**src/hdl/assert_macros.svh**
```systemverilog
// Assertion macros for the keypad debounce RTL; included by kmd_core.
// Simulation gets concurrent assertions; synthesis sees empty bodies.
`ifndef ASSERT_MACROS_SVH
`define ASSERT_MACROS_SVH

`ifndef SYNTHESIS
`define ASSERT_ALWAYS(name, clk, rst_n, expr) \
  name: assert property (@(posedge clk) disable iff (!rst_n) (expr)) \
    else $error("assertion failed");
`define ASSERT_NEXT(name, clk, rst_n, ante, cons) \
  name: assert property (@(posedge clk) disable iff (!rst_n) (ante) |=> (cons)) \
    else $error("assertion failed");
`else
`define ASSERT_ALWAYS(name, clk, rst_n, expr)
`define ASSERT_NEXT(name, clk, rst_n, ante, cons)
`endif

`endif

```
**src/hdl/kmd_pkg.sv**
```systemverilog
// Package for the keypad matrix debounce unit: widths, reset values,
// register indexes and the sample type. No dependencies.
package kmd_pkg;

  localparam int NUM_ROWS    = 4;
  localparam int NUM_COLS    = 4;
  localparam int NUM_KEYS    = NUM_ROWS * NUM_COLS;
  localparam int ROW_WIDTH   = $clog2(NUM_ROWS);
  localparam int COUNT_WIDTH = 8;
  localparam int CFG_WIDTH   = 8;
  localparam int IDLE_WIDTH  = 8;
  localparam int CMP_WIDTH   = (COUNT_WIDTH > CFG_WIDTH) ? COUNT_WIDTH : CFG_WIDTH;
  localparam int CFG_INDEX_WIDTH = 1;

  typedef logic [ROW_WIDTH-1:0]   row_t;
  typedef logic [NUM_COLS-1:0]    col_t;
  typedef logic [NUM_KEYS-1:0]    key_vec_t;
  typedef logic [COUNT_WIDTH-1:0] count_t;
  typedef logic [CFG_WIDTH-1:0]   cfg_t;
  typedef logic [IDLE_WIDTH-1:0]  idle_t;

  typedef enum logic [CFG_INDEX_WIDTH-1:0] {
    CFG_PRESS_THRESHOLD = 1'b0,
    CFG_IDLE_LIMIT      = 1'b1
  } cfg_idx_e;

  localparam cfg_t PRESS_THRESHOLD_RST = CFG_WIDTH'(20);
  localparam cfg_t IDLE_LIMIT_RST      = CFG_WIDTH'(40);
  localparam col_t COLS_IDLE           = '1;

  typedef struct packed {
    row_t row;
    col_t cols;
  } sample_t;

endpackage

```
**src/hdl/kmd_in_reg.sv**
```systemverilog
// Input register of the keypad debounce unit: holds one row sample.
// Depends on kmd_pkg.
module kmd_in_reg (
  input  logic             clk_i,
  input  logic             rst_ni,
  input  logic             valid_i,
  output logic             ready_o,
  input  kmd_pkg::sample_t sample_i,
  input  logic             advance_i,
  output logic             valid_o,
  output kmd_pkg::sample_t sample_o
);
  import kmd_pkg::*;

  logic    valid_q, valid_d;
  sample_t sample_q;
  logic    load;

  assign ready_o = !valid_q || advance_i;
  assign load    = valid_i && ready_o;
  assign valid_d = load ? 1'b1 : (advance_i ? 1'b0 : valid_q);

  always_ff @(posedge clk_i or negedge rst_ni) begin
    if (!rst_ni) begin
      valid_q <= 1'b0;
    end else begin
      valid_q <= valid_d;
    end
  end

  always_ff @(posedge clk_i) begin
    if (load) begin
      sample_q <= sample_i;
    end
  end

  assign valid_o  = valid_q;
  assign sample_o = sample_q;

endmodule

```
**src/hdl/kmd_core.sv**
```systemverilog
// Debounce state of the keypad unit: per-key press counters, key states
// and the idle counter, updated once per row sample. Depends on kmd_pkg and assert_macros.svh.
`include "assert_macros.svh"

module kmd_core (
  input  logic              clk_i,
  input  logic              rst_ni,
  input  logic              fire_i,
  input  kmd_pkg::sample_t  sample_i,
  input  kmd_pkg::cfg_t     press_threshold_i,
  input  kmd_pkg::cfg_t     idle_limit_i,
  output kmd_pkg::key_vec_t key_vec_o
);
  import kmd_pkg::*;

  count_t   cnt_q [NUM_KEYS];
  count_t   cnt_d [NUM_KEYS];
  key_vec_t key_states_q, key_states_d;
  idle_t    idle_count_q, idle_count_d;

  logic     idle_row;
  logic     idle_clear;
  idle_t    idle_inc;
  key_vec_t hit;
  key_vec_t release_mask;
  key_vec_t winner;

  assign idle_row   = (sample_i.cols == COLS_IDLE);
  assign idle_inc   = idle_count_q + IDLE_WIDTH'(1);
  assign idle_clear = (idle_inc >= IDLE_WIDTH'(idle_limit_i));

  // Each key is a cell of its own; on a non-idle sample only the row's four keys move.
  always_comb begin
    for (int k = 0; k < NUM_KEYS; k++) begin
      logic   sel;
      logic   col_high;
      count_t inc;
      sel      = !idle_row && (sample_i.row == ROW_WIDTH'(k / NUM_COLS));
      col_high = sample_i.cols[NUM_COLS - 1 - (k % NUM_COLS)];
      inc      = (cnt_q[k] == '1) ? cnt_q[k] : cnt_q[k] + COUNT_WIDTH'(1);
      hit[k]          = sel && !col_high &&
                        (CMP_WIDTH'(inc) > CMP_WIDTH'(press_threshold_i));
      release_mask[k] = sel && col_high;
      if (idle_row) begin
        cnt_d[k] = idle_clear ? '0 : cnt_q[k];
      end else if (sel) begin
        cnt_d[k] = col_high ? '0 : inc;
      end else begin
        cnt_d[k] = cnt_q[k];
      end
    end
  end

  // The highest column of the row wins, which is its lowest key number.
  assign winner = hit & (~hit + NUM_KEYS'(1));

  always_comb begin
    idle_count_d = idle_count_q;
    if (idle_row) begin
      idle_count_d = idle_clear ? '0 : idle_inc;
      key_states_d = idle_clear ? '0 : key_states_q;
    end else if (hit != '0) begin
      key_states_d = winner;
    end else begin
      key_states_d = key_states_q & ~release_mask;
    end
  end

  always_ff @(posedge clk_i or negedge rst_ni) begin
    if (!rst_ni) begin
      key_states_q <= '0;
      idle_count_q <= '0;
      for (int k = 0; k < NUM_KEYS; k++) begin
        cnt_q[k] <= '0;
      end
    end else if (fire_i) begin
      key_states_q <= key_states_d;
      idle_count_q <= idle_count_d;
      for (int k = 0; k < NUM_KEYS; k++) begin
        cnt_q[k] <= cnt_d[k];
      end
    end
  end

  assign key_vec_o = key_states_d;

  `ASSERT_ALWAYS(a_onehot_state, clk_i, rst_ni, $onehot0(key_states_q))
  `ASSERT_NEXT(a_hold_state, clk_i, rst_ni, !fire_i, $stable(key_states_q) && $stable(idle_count_q))
  `ASSERT_NEXT(a_idle_clear, clk_i, rst_ni, fire_i && idle_row && idle_clear, key_states_q == '0 && idle_count_q == '0 && cnt_q[0] == '0)

endmodule

```
**src/hdl/keypad_matrix_debounce_unit.sv**
```systemverilog
// Top level of the 4x4 keypad matrix debounce unit: configuration registers,
// result register and handshakes. Depends on kmd_pkg, kmd_in_reg, kmd_core.
//
//   Channel  Handshake                Payload
//   in       in_valid_i / in_ready_o  row_index_i, column_bits_i
//   out      out_valid_o / out_ready_i key_down_vector_o
//   cfg      cfg_we_i                 cfg_index_i, cfg_data_i
//
// A row sample is registered in the input register, then updates the debounce
// state, and its key vector is registered for output on the same edge as the state.
// One transaction per cycle is sustained while the output is not stalled.
// Reset clears all press counters, key states and the idle counter and loads
// the default threshold and idle limit. A stalled output holds the input
// register, so at most two transactions are in flight.
module keypad_matrix_debounce_unit (
  input  logic                          clk_i,
  input  logic                          rst_ni,
  input  logic                          in_valid_i,
  output logic                          in_ready_o,
  input  kmd_pkg::row_t                 row_index_i,
  input  kmd_pkg::col_t                 column_bits_i,
  output logic                          out_valid_o,
  input  logic                          out_ready_i,
  output kmd_pkg::key_vec_t             key_down_vector_o,
  input  logic                          cfg_we_i,
  input  logic [kmd_pkg::CFG_INDEX_WIDTH-1:0] cfg_index_i,
  input  kmd_pkg::cfg_t                 cfg_data_i
);
  import kmd_pkg::*;

  cfg_t     press_threshold_q;
  cfg_t     idle_limit_q;
  logic     out_valid_q, out_valid_d;
  key_vec_t out_vec_q;
  key_vec_t key_vec;
  sample_t  in_sample;
  sample_t  cur_sample;
  logic     cur_valid;
  logic     fire;

  assign in_sample.row  = row_index_i;
  assign in_sample.cols = column_bits_i;

  assign fire = cur_valid && (!out_valid_q || out_ready_i);

  kmd_in_reg u_in_reg (
    .clk_i     (clk_i),
    .rst_ni    (rst_ni),
    .valid_i   (in_valid_i),
    .ready_o   (in_ready_o),
    .sample_i  (in_sample),
    .advance_i (fire),
    .valid_o   (cur_valid),
    .sample_o  (cur_sample)
  );

  kmd_core u_core (
    .clk_i             (clk_i),
    .rst_ni            (rst_ni),
    .fire_i            (fire),
    .sample_i          (cur_sample),
    .press_threshold_i (press_threshold_q),
    .idle_limit_i      (idle_limit_q),
    .key_vec_o         (key_vec)
  );

  always_ff @(posedge clk_i or negedge rst_ni) begin
    if (!rst_ni) begin
      press_threshold_q <= PRESS_THRESHOLD_RST;
      idle_limit_q      <= IDLE_LIMIT_RST;
    end else if (cfg_we_i) begin
      case (cfg_idx_e'(cfg_index_i))
        CFG_PRESS_THRESHOLD: press_threshold_q <= cfg_data_i;
        CFG_IDLE_LIMIT:      idle_limit_q      <= cfg_data_i;
        default: begin
        end
      endcase
    end
  end

  assign out_valid_d = fire ? 1'b1 : (out_ready_i ? 1'b0 : out_valid_q);

  always_ff @(posedge clk_i or negedge rst_ni) begin
    if (!rst_ni) begin
      out_valid_q <= 1'b0;
    end else begin
      out_valid_q <= out_valid_d;
    end
  end

  always_ff @(posedge clk_i) begin
    if (fire) begin
      out_vec_q <= key_vec;
    end
  end

  assign out_valid_o       = out_valid_q;
  assign key_down_vector_o = out_vec_q;

endmodule

```
**config.mk**
```make
export PLATFORM = sky130hd
export DESIGN_NAME = keypad_matrix_debounce_unit
export DESIGN_NICKNAME = d
export VERILOG_FILES = /design/src/hdl/kmd_pkg.sv /design/src/hdl/kmd_in_reg.sv /design/src/hdl/kmd_core.sv /design/src/hdl/keypad_matrix_debounce_unit.sv
export VERILOG_INCLUDE_DIRS = /design/src /design/src/hdl
export SDC_FILE = /design/constraint.sdc
export NUM_CORES = 1
export LEC_CHECK = 0
export BUFFER_PORTS_ARGS = -buffer_cell sky130_fd_sc_hd__buf_4
export CAP_MARGIN = 20
export CORE_ASPECT_RATIO = 1.5
export CORE_UTILIZATION = 60
export DETAILED_ROUTE_END_ITERATION = 6
export GPL_TIMING_DRIVEN = 0
export PLACE_DENSITY = 0.75
export SYNTH_ARGS = -nofsm -noshare
export SYNTH_HDL_FRONTEND = slang
export SYNTH_SLANG_ARGS = --single-unit
```
**constraint.sdc**
```tcl
create_clock -name clk_i -period 4.1 [get_ports clk_i]
set_input_delay 0.205 -clock clk_i [delete_from_list [all_inputs] [get_ports clk_i]]
set_output_delay 0.205 -clock clk_i [all_outputs]
set_load 0.005 [all_outputs]
```
==> results of run 1 <==
-- stage by stage --
step	area (um2)	setup WS, ns
after detailed placement	14500	-0.00536
after global routing	15500	-0.0635
after CTS	15300	0.0153
final	15500	0.147
after global placement	14500	0.0422
after floorplan	13800	0.497
-- how the worst max path moves through the flow --
stage | cells after the start | endpoint | slack [ns] | startpoint
floorplan | 18 | key_down_vector_o[4] | 0.50 | u_core.cnt_q[96]
global placement | 18 | key_down_vector_o[4] | 0.04 | u_core.cnt_q[96]
detailed placement | 19 | key_down_vector_o[2] | -0.005 | u_core.cnt_q[51]
CTS | 19 | key_down_vector_o[4] | 0.02 | u_core.cnt_q[19]
global route | 19 | key_down_vector_o[4] | -0.06 | u_core.cnt_q[104]
finish | 19 | key_down_vector_o[4] | 0.15 | u_core.cnt_q[104]
-- cell families after synthesis --
logic type | count (synthesis) | synth area share (%)
adder cells (fa/ha/maj) | 153 | 13.8
buffers and inverters | 140 | 4.05
XOR/XNOR | 68 | 4.30
flip-flops | 192 | 35.5
AND/OR/NAND/NOR | 631 | 22.2
multiplexers | 27 | 2.19
AO/OA/AOI/OAI | 399 | 17.9
-- critical path, cell delays in order, from the launching register on --
cell and delay, ns:
dfrtp_1 0.41, ha_2 0.22, nand2_1 0.09, nor2_2 0.18, nand3_2 0.16, nand2b_1 0.18
inv_1 0.05, nand3_1 0.09, xor2_1 0.23, inv_1 0.09, ha_1 0.29, a21oi_1 0.12
o21ai_0 0.12, mux2_2 0.28, o311a_1 0.20, nor3_4 0.30, nand3_2 0.13, buf_6 0.18
o31a_1 0.34, o21ai_2 0.15
-- repair_timing --
| item | in CTS | in global routing |
|---|---|---|
| cloned | 0 | 0 |
| hold endpoints to repair | 87 | 1 |
| resized for setup | 2 | 27 |
| pin swaps | 0 | 10 |
| hold buffers | 15 | 1 |
| buffers inserted | 0 | 13 |
| endpoints found under the setup margin | 5 | 32 |
-- metal layers --
| metal | track usage (%) | up-vias | wire (um) |
|---|---|---|---|
| met5 | 0 | - | 13 |
| met4 | 23.4 | 2 | 2480 |
| met3 | 5.68 | 135 | 2610 |
| met2 | 59.2 | 498 | 19400 |
| met1 | 40.7 | 6192 | 15700 |
| li1 | - | 5973 | - |
-- power by group through the flow --
stage,sequential (mW),clock [mW],combinational [mW]
2_1_floorplan,2.44,0,1.48
3_3_place_gp,2.50,0,1.95
3_5_place_dp,2.51,0,2.06
4_1_cts,2.48,1.84,2.08
5_1_grt,2.55,1.91,2.39
6_report,2.51,1.83,2.13
-- registers in the layout, indices dropped and copies added (netlist names) --
signal / cells
press_threshold_q: 8
out_valid_o: 1
u_core.key_states_q: 16
key_down_vector_o: 16
u_in_reg.valid_o: 1
u_in_reg.sample_o: 6
u_core.cnt_q: 128
u_core.idle_count_q: 8
idle_limit_q: 8
-- final cells by class --
cell class                      instances  share of cell area [%]
Timing Repair Buffer                   70                    4.04
Buffer                                 62                    1.72
Clock buffer                           21                    3.24
Clock inverter                         11                   0.886
Inverter                               68                    1.64
Multi-Input combinational cell       1278                    54.6
Tap cell                              276                    2.22
Sequential cell                       192                    31.7
-- cell usage in the layout, fill, tap and decap left out, types with 46 or more instances in the layout --
cell type,Yosys,routed
xnor2_1,52,51
clkbuf_1,56,46
nand3_1,92,89
a21oi_1,94,94
nand2_1,248,248
buf_4,1,50
ha_1,153,151
o21ai_0,113,112
inv_1,68,68
dfrtp_1,166,165
nor2_1,85,83
nand2b_1,52,50
==> impl_metrics.yaml, run 1 <==
synthesis:
  seq_area_frac_synth_pct: 35.5
  synth_area_leaders: "dfrtp_1 30%, ha_1 14%, nand2_1 6.7%"
  synthesis.area_um2: 13800
  postSynthCellCount: 1610
  synth_top_area_share_pct: 30.0
  synth_flop_cell: "dfrtp_1"
  ys_ff_latch: 192
  synth_top_area_cell: "dfrtp_1"
  synth_edf_count: 22
  yosysMostFrequentCell: "nand2_1"
  synthArstFlopShare_pct: 88.5
  yosys_warnings: 0
  ys_types: 65
  syn_area_per_cell_um2: 8.60
  syn-num-nets: 1783
  synth_commonest_cells: "248 x nand2_1, 166 x dfrtp_1, 153 x ha_1, 113 x o21ai_0, 94 x a21oi_1"
floorplan:
  rows: 67
  core_um2: 22500
  io-pin-count: 38
  fp.dieH_um: 188
  start_util_pct: 61.6
  dieArea_um2: 23700
  die_w_um: 126
clocking:
  path_clk_slew_ns: 0.07
  cts_tree: "done"
  numCtsBuffers: 17
  htreeDepth: 4
  clock_path_buffers: 2
  root_buffer: "clkbuf_16"
  cts_sinks: 192
  clock_latency_ns: 0.46
sta:
  setup_viol: 0
  max_clock_freq_ghz: 0.253
  tightestPinTransition_ns: 1.18
  period_share_pct: 96.4
  maxSlewHeadroom_pct: 21.4
  finalHoldViolCount: 0
  final.setup.tns_ns: 0
  finalCriticalPeriod_ns: 3.95
  maxSlewViolCount: 0
  hold-worst-slack_ns: 0.0320
  skew_ns: 0.0105
setup_path:
  start_kind: "flip-flop"
  cp-end-kind: "flip-flop"
  cp.required_ns: 4.40
  arrival_ns: 4.26
  r2r_setup_slack_ns: 0.15
  cp_max_fo: 10
  r2r-end: "key_down_vector_o[4]"
  rr_worst_depth: 19
  crit_type: "flip-flop to flip-flop"
  timing.rr.start: "u_core.cnt_q[104]"
power_and_ir_drop:
  pwr-share-seq_pct: 38.8
  ir_drop_mv: 0.348
  total_power_mw: 6.47
  clock_power_share_pct: 28.4
  switchingPower_mw: 2.32
  intPower_mw: 4.15
  swShare_pct: 35.8
  p_per_area_nw_per_um2: 416
  cellLeakagePower_nw: 7.10
  p_comb_share_pct: 32.9
routing:
  route.vias.total: 12800
  viasPerCell: 6.47
  drt_wl_total_um: 40200
  antenna_left: 0
  drt_iter0_drc: 937
  first_pass_iters: 6
  wire_per_inst_um: 20.3
  drc_errors: 0
run_status:
  status: "finished clean"
place:
  place_congestion: 0.921
  hpwl_um: 27300
  io_buffers: 37
  placedCellCount: 1925
global_route:
  grt_pass1_wl_um: 63900
  grt_pass1_vias: 12600
  grt.overflow.total: 0
  track_usage_pct: 35.0
  antenna_found_initial: 1
  grt_max_degree: 100
min_path:
  worstHoldStart: "out_ready_i"
  holdPathEnd: "out_valid_o"
  worstHoldPathType: "input port to flip-flop"
  holdPathStages: 3
cells_and_area:
  drive_above_1_share_pct: 9.87
  fin_cells: 1978
  final_core_utilization_pct: 69.2
  fillCellCount: 1822
  multi_input_area_um2: 8480
  synthToLayoutAreaGrowth_pct: 12.2
  seqCellArea_um2: 4920
  nets: 1862
  diodes: 0
job:
  cap_viol_max_count: 0
No activity file was read; power rests on OpenSTA's default activity.
==> run 2, diff against run 1 <==
Settings changed: CORE_ASPECT_RATIO 1.5 to 0.9.
==> run 2 against run 1 <==
Net effect:
- the flow now finishes with violations (design-rule violations)
- register-to-register slack better by 0.03 ns
- critical path depth stayed put
- wire length is 0.32% lower
- design area is 0.63% lower
- core utilization is 0.77 points lower
- maximum frequency is 0.78% higher
- final cell count is 0.86% higher
- critical path type unchanged
- largest power group unchanged
==> impl_metrics.yaml, run 2 (synthesis gave the netlist of run 1 again) <==
sta:
  max_clock_freq_ghz: 0.255
  skew_ns: 0.0133
  period_share_pct: 95.7
  finalCriticalPeriod_ns: 3.92
  setup_viol: 0
  maxSlewViolCount: 0
  maxSlewHeadroom_pct: 18.5
  finalHoldViolCount: 0
  hold-worst-slack_ns: 0.000282
  tightestPinTransition_ns: 1.22
setup_path:
  path_depth: 19
  crit_type: "flip-flop to flip-flop"
  cp_max_fo: 10
  cp-end-kind: "flip-flop"
  crit_family: "simple AND/OR/NAND/NOR gates"
  crit_slowest_cell: "dfrtp_1"
  crit_chain: "ha_1 > nand2_1 > nor2_1 > nand2_1 > nand2b_1 > inv_1 > nand3_1 > xor2_1 > inv_1 > ha_1 > nand2_1 > nor2_1 > a211oi_1 > a32oi_2 > nor4b_4 > nand3_2 > buf_6 > o31a_1 > o21ai_2"
  worst_path_most_repeated_cell: "nand2_1"
  arrival_ns: 4.19
  start_kind: "flip-flop"
  cp.required_ns: 4.37
  rr_worst_depth: 19
  cp_slowest_stage_delay_ns: 0.42
  crit_buf_inv: 3
cells_and_area:
  fillCellCount: 1834
  synthToLayoutAreaGrowth_pct: 11.5
  diodes: 0
  layout_common_cells: "248 x nand2_1, 164 x dfrtp_1, 152 x ha_1"
  multi_input_area_um2: 8470
  largest-register: "u_core.cnt_q"
  largest_reg_flops: 128
  nets: 1858
  drive_above_1_share_pct: 9.72
  final_common_cell: "nand2_1"
  fin_cells: 1995
  seqCellArea_um2: 4920
clocking:
  clock_path_buffers: 2
  clock_latency_ns: 0.45
  cts_tree: "done"
  numCtsBuffers: 17
  root_buffer: "clkbuf_16"
  path_clk_slew_ns: 0.08
  htreeDepth: 4
  cts_sinks: 192
floorplan:
  core_um2: 22600
  io-pin-count: 38
  start_util_pct: 61.3
  rows: 52
  dieArea_um2: 23700
  die_w_um: 162
  fp.dieH_um: 146
place:
  hpwl_um: 27200
  place_congestion: 0.927
  placedCellCount: 1946
  io_buffers: 37
global_route:
  grt_max_degree: 105
  grt_pass1_wl_um: 63700
  grt.overflow.total: 0
  antenna_found_initial: 2
  track_usage_pct: 34.7
  grt_pass1_vias: 12100
power_and_ir_drop:
  p_per_area_nw_per_um2: 411
  intPower_mw: 4.00
  total_power_mw: 6.34
  p_comb_share_pct: 33.5
  clock_power_share_pct: 26.8
  cellLeakagePower_nw: 7.04
  switchingPower_mw: 2.35
  ir_drop_mv: 0.289
  pwr-share-seq_pct: 39.7
  swShare_pct: 37.0
routing:
  antenna_left: 0
  wire_per_inst_um: 20.1
  drc_errors: 7
  drt_iter0_drc: 1252
  route.vias.total: 12500
  first_pass_iters: 7
  drt_wl_total_um: 40100
  viasPerCell: 6.26
min_path:
  holdPathStages: 2
  worstHoldPathType: "input port to flip-flop"
run_status:
  status: "finished with violations"
  violations: "design-rule violations"
job:
  cap_viol_max_count: 0
[run 2: path summary, 6_finish.rpt]
check / startpoint / endpoint / slack, ns
min: cfg_data_i[4] / idle_limit_q[4] / 0.0003
min reg2reg: u_core.cnt_q[38] / u_core.cnt_q[38] / 0.51
max reg2reg: u_core.cnt_q[80] / key_down_vector_o[4] / 0.18
min in group asynchronous: rst_ni / u_core.cnt_q[2] / 0.27
max: u_core.cnt_q[80] / key_down_vector_o[4] / 0.18
max in group asynchronous: rst_ni / u_core.cnt_q[96] / 2.89
[run 2: timing repair]
item / CTS / global route
hold buffers: 15 / 0
buffers inserted: 2 / 10
endpoints found under the setup margin: 16 / 32
pin swaps: 2 / 5
resized for setup: 5 / 23
endpoints found under the hold margin: 84 / 0
[run 2: cell type report]
class,count,share of cell area (%)
Timing Repair Buffer,66,3.68
Tap cell,297,2.41
Sequential cell,192,31.9
Clock buffer,19,3.08
Inverter,68,1.65
Clock inverter,13,0.697
Buffer,62,1.73
Multi-Input combinational cell,1278,54.9
[run 2: worst reg2reg max path: stages (launching register included)]
cell	delay, ns
dfrtp_1	0.42
ha_1	0.24
nand2_1	0.12
nor2_1	0.05
nand2_1	0.17
nand2b_1	0.14
inv_1	0.08
nand3_1	0.08
xor2_1	0.19
inv_1	0.08
ha_1	0.30
nand2_1	0.06
nor2_1	0.22
a211oi_1	0.15
a32oi_2	0.33
nor4b_4	0.32
nand3_2	0.13
buf_6	0.17
o31a_1	0.31
o21ai_2	0.19
[run 2: power by group through the flow]
stage	clock (mW)	sequential [mW]	combinational, mW
after CTS	1.72	2.48	2.10
after floorplan	0	2.44	1.48
after detailed placement	0	2.51	2.07
final	1.70	2.52	2.12
after global routing	1.80	2.55	2.39
after global placement	0	2.50	1.95
[run 2: stage by stage]
stage | area, um2 | setup TNS (ns) | setup slack, ns | utilization, %
floorplan | 13800 | 0 | 0.497 | -
global placement | 14500 | -0.313 | -0.106 | 64.2
detailed placement | 14500 | -1.34 | -0.200 | 64.4
CTS | 15300 | 0 | 0.0242 | 67.8
global route | 15400 | -0.557 | -0.0934 | 68.4
finish | 15400 | 0 | 0.178 | 68.4
[run 2: layer usage]
layer	GRT usage, %	part of all wire [%]	vias up
met5	0	0	-
met4	17.4	4.8	0
met3	5.99	7.8	125
met2	53.6	44	521
met1	46.8	43	5890
li1	-	-	5960
==> run 3, diff against run 2 <==
Settings changed: CORE_UTILIZATION 60 to 50, CTS_CLUSTER_DIAMETER from default to 200, PLACE_DENSITY 0.75 to 0.64.
Clock period 4.1 ns to 4.7 ns, I/O delays scaled along.
==> run 3 against run 2 <==
Net effect:
- the flow now finishes without violations
- highest routed layer unchanged
- wire length rose by 0.92%
- clock power fell by 10%
- non-clock buffer count decreased by 1
- largest cell class unchanged
- maximum frequency fell by 10%
- flip-flop and latch count is the same
- worst hold slack improved by 0.012 ns
- global-route usage is 4.9 points lower
- sequential power decreased by 14%
- first-iteration DRC count decreased by 15%
==> impl_metrics.yaml, run 3 (synthesis gave the netlist of run 1 again) <==
run_status:
  status: "finished clean"
sta:
  finalCriticalPeriod_ns: 4.37
  period_share_pct: 92.9
  setup_viol: 0
  skew_ns: 0.0152
  rsz0062_at_grt: "no"
  finalHoldViolCount: 0
  fin_ws_ns: 0.332
  tightestPinTransition_ns: 1.17
  maxSlewHeadroom_pct: 22.2
  max_clock_freq_ghz: 0.229
  final.setup.tns_ns: 0
  maxSlewViolCount: 0
  hold-worst-slack_ns: 0.0124
routing:
  drt_wl_total_um: 40500
  first_pass_iters: 5
  wire_per_inst_um: 19.7
  route.vias.total: 12300
  viasPerCell: 5.98
  antenna_left: 0
  drt_iter0_drc: 1061
  drc_errors: 0
setup_path:
  rr_worst_depth: 18
  arrival_ns: 4.62
  cp-endpoint: "key_down_vector_o[2]"
  cp_max_fo: 10
  start_kind: "flip-flop"
  cp.required_ns: 4.96
  r2r-end: "key_down_vector_o[2]"
  timing.rr.start: "u_core.cnt_q[96]"
  cp-end-kind: "flip-flop"
  r2r_setup_slack_ns: 0.33
  crit_type: "flip-flop to flip-flop"
  setup.worst_path.start: "u_core.cnt_q[96]"
clocking:
  numCtsBuffers: 17
  cts_sinks: 192
  htreeDepth: 4
  clock_latency_ns: 0.47
  root_buffer: "clkbuf_16"
  clock_path_buffers: 2
  path_clk_slew_ns: 0.08
  postCtsSetupRepairBufs: 0
  postCtsResizedCells: 0
  cts_tree: "done"
floorplan:
  die_w_um: 177
  core_um2: 27100
  io-pin-count: 38
  fp.dieH_um: 160
  start_util_pct: 51.1
  rows: 57
  dieArea_um2: 28400
cells_and_area:
  largest_reg_flops: 128
  multi_input_area_um2: 8360
  drive_above_1_share_pct: 7.72
  nets: 1857
  fillCellCount: 2484
  largest-register: "u_core.cnt_q"
  synthToLayoutAreaGrowth_pct: 11.2
  final_common_cell: "nand2_1"
  diodes: 0
  layout_common_cells: "248 x nand2_1, 166 x dfrtp_1, 153 x ha_1"
  seqCellArea_um2: 4920
global_route:
  antenna_found_initial: 1
  grt_max_degree: 88
  grt_pass1_wl_um: 64800
  grt_pass1_vias: 11700
  track_usage_pct: 29.8
  grt.overflow.total: 0
min_path:
  worstHoldPathType: "input port to flip-flop"
  holdPathStages: 3
power_and_ir_drop:
  p_per_area_nw_per_um2: 359
  ir_drop_mv: 0.278
  cellLeakagePower_nw: 6.98
place:
  place_congestion: 0.932
  io_buffers: 37
  dpl_worst_slack_ns: 0.496
  hpwl_um: 27700
job:
  cap_viol_max_count: 0
-- run 3: cell count changes in the layout (fill, tap and decap cells not counted), sizes merged --
cell,delta
buf,-10
clkbuf,+9
clkinv,+2
dlygate4sd3,-1
inv,-1
-- run 3: worst min-delay path by stage --
stage | to | startpoint | slack [ns]
after global placement | u_in_reg.sample_o[1] | column_bits_i[1] | 0.41
after CTS | idle_limit_q[4] | cfg_data_i[4] | 0.003
after global routing | idle_limit_q[1] | cfg_data_i[1] | 0.006
after floorplan | idle_limit_q[0] | rst_ni | -0.06
after detailed placement | u_core.cnt_q[14] | rst_ni | 0.31
final | press_threshold_q[1] | cfg_data_i[1] | 0.01
-- run 3: per-layer routing --
layer / routed length [um] / global-route usage [%] / share of wire, %
met1: 19000 / 42.5 / 47
met4: 951 / 9.83 / 2.4
met3: 2270 / 3.88 / 5.6
met5: 0 / 0 / 0
met2: 18200 / 46.5 / 45
-- run 3: where the power goes --
group | internal (mW) | leakage [nW] | switching (mW) | total [mW]
Clock | 0.749 | 0.298 | 0.779 | 1.53
Sequential | 1.94 | 2.43 | 0.223 | 2.16
Combinational | 0.777 | 4.25 | 1.06 | 1.84
Total | 3.46 | 6.98 | 2.06 | 5.52
-- run 3: area by class of cell --
type	instances	share of cell area [%]
Buffer	72	1.98
Clock buffer	18	2.93
Clock inverter	14	1.06
Inverter	68	1.66
Multi-Input combinational cell	1278	54.3
Sequential cell	192	32.0
Tap cell	354	2.88
Timing Repair Buffer	55	3.23
-- run 3: worst max-delay path, cell delays in order (launching register included) --
cell	delay (ns)
dfrtp_1	0.45
ha_1	0.23
and2_1	0.15
clkbuf_1	0.16
nand3_1	0.23
nand4_1	0.24
inv_1	0.12
nand3_1	0.10
xnor2_1	0.27
ha_1	0.29
a21oi_1	0.15
o21ai_1	0.07
and3_1	0.18
a41o_1	0.32
nor4b_4	0.35
and3_4	0.28
nand3_4	0.11
buf_6	0.18
o21ai_1	0.27
-- run 3: through the flow --
step	cells	util, %	power, mW	instance area (um2)
final	2051	56.8	5.52	15400
after global routing	2051	56.8	5.92	15400
after CTS	2049	56.7	5.53	15400
after detailed placement	2003	53.9	3.98	14600
after global placement	2001	53.7	3.90	14600
after floorplan	1610	-	3.42	13800
-- run 3: timing repair --
item	4_1_cts	5_1_grt
endpoints found under the hold margin	97	0
hold buffers	14	0
setup endpoints to repair	0	0
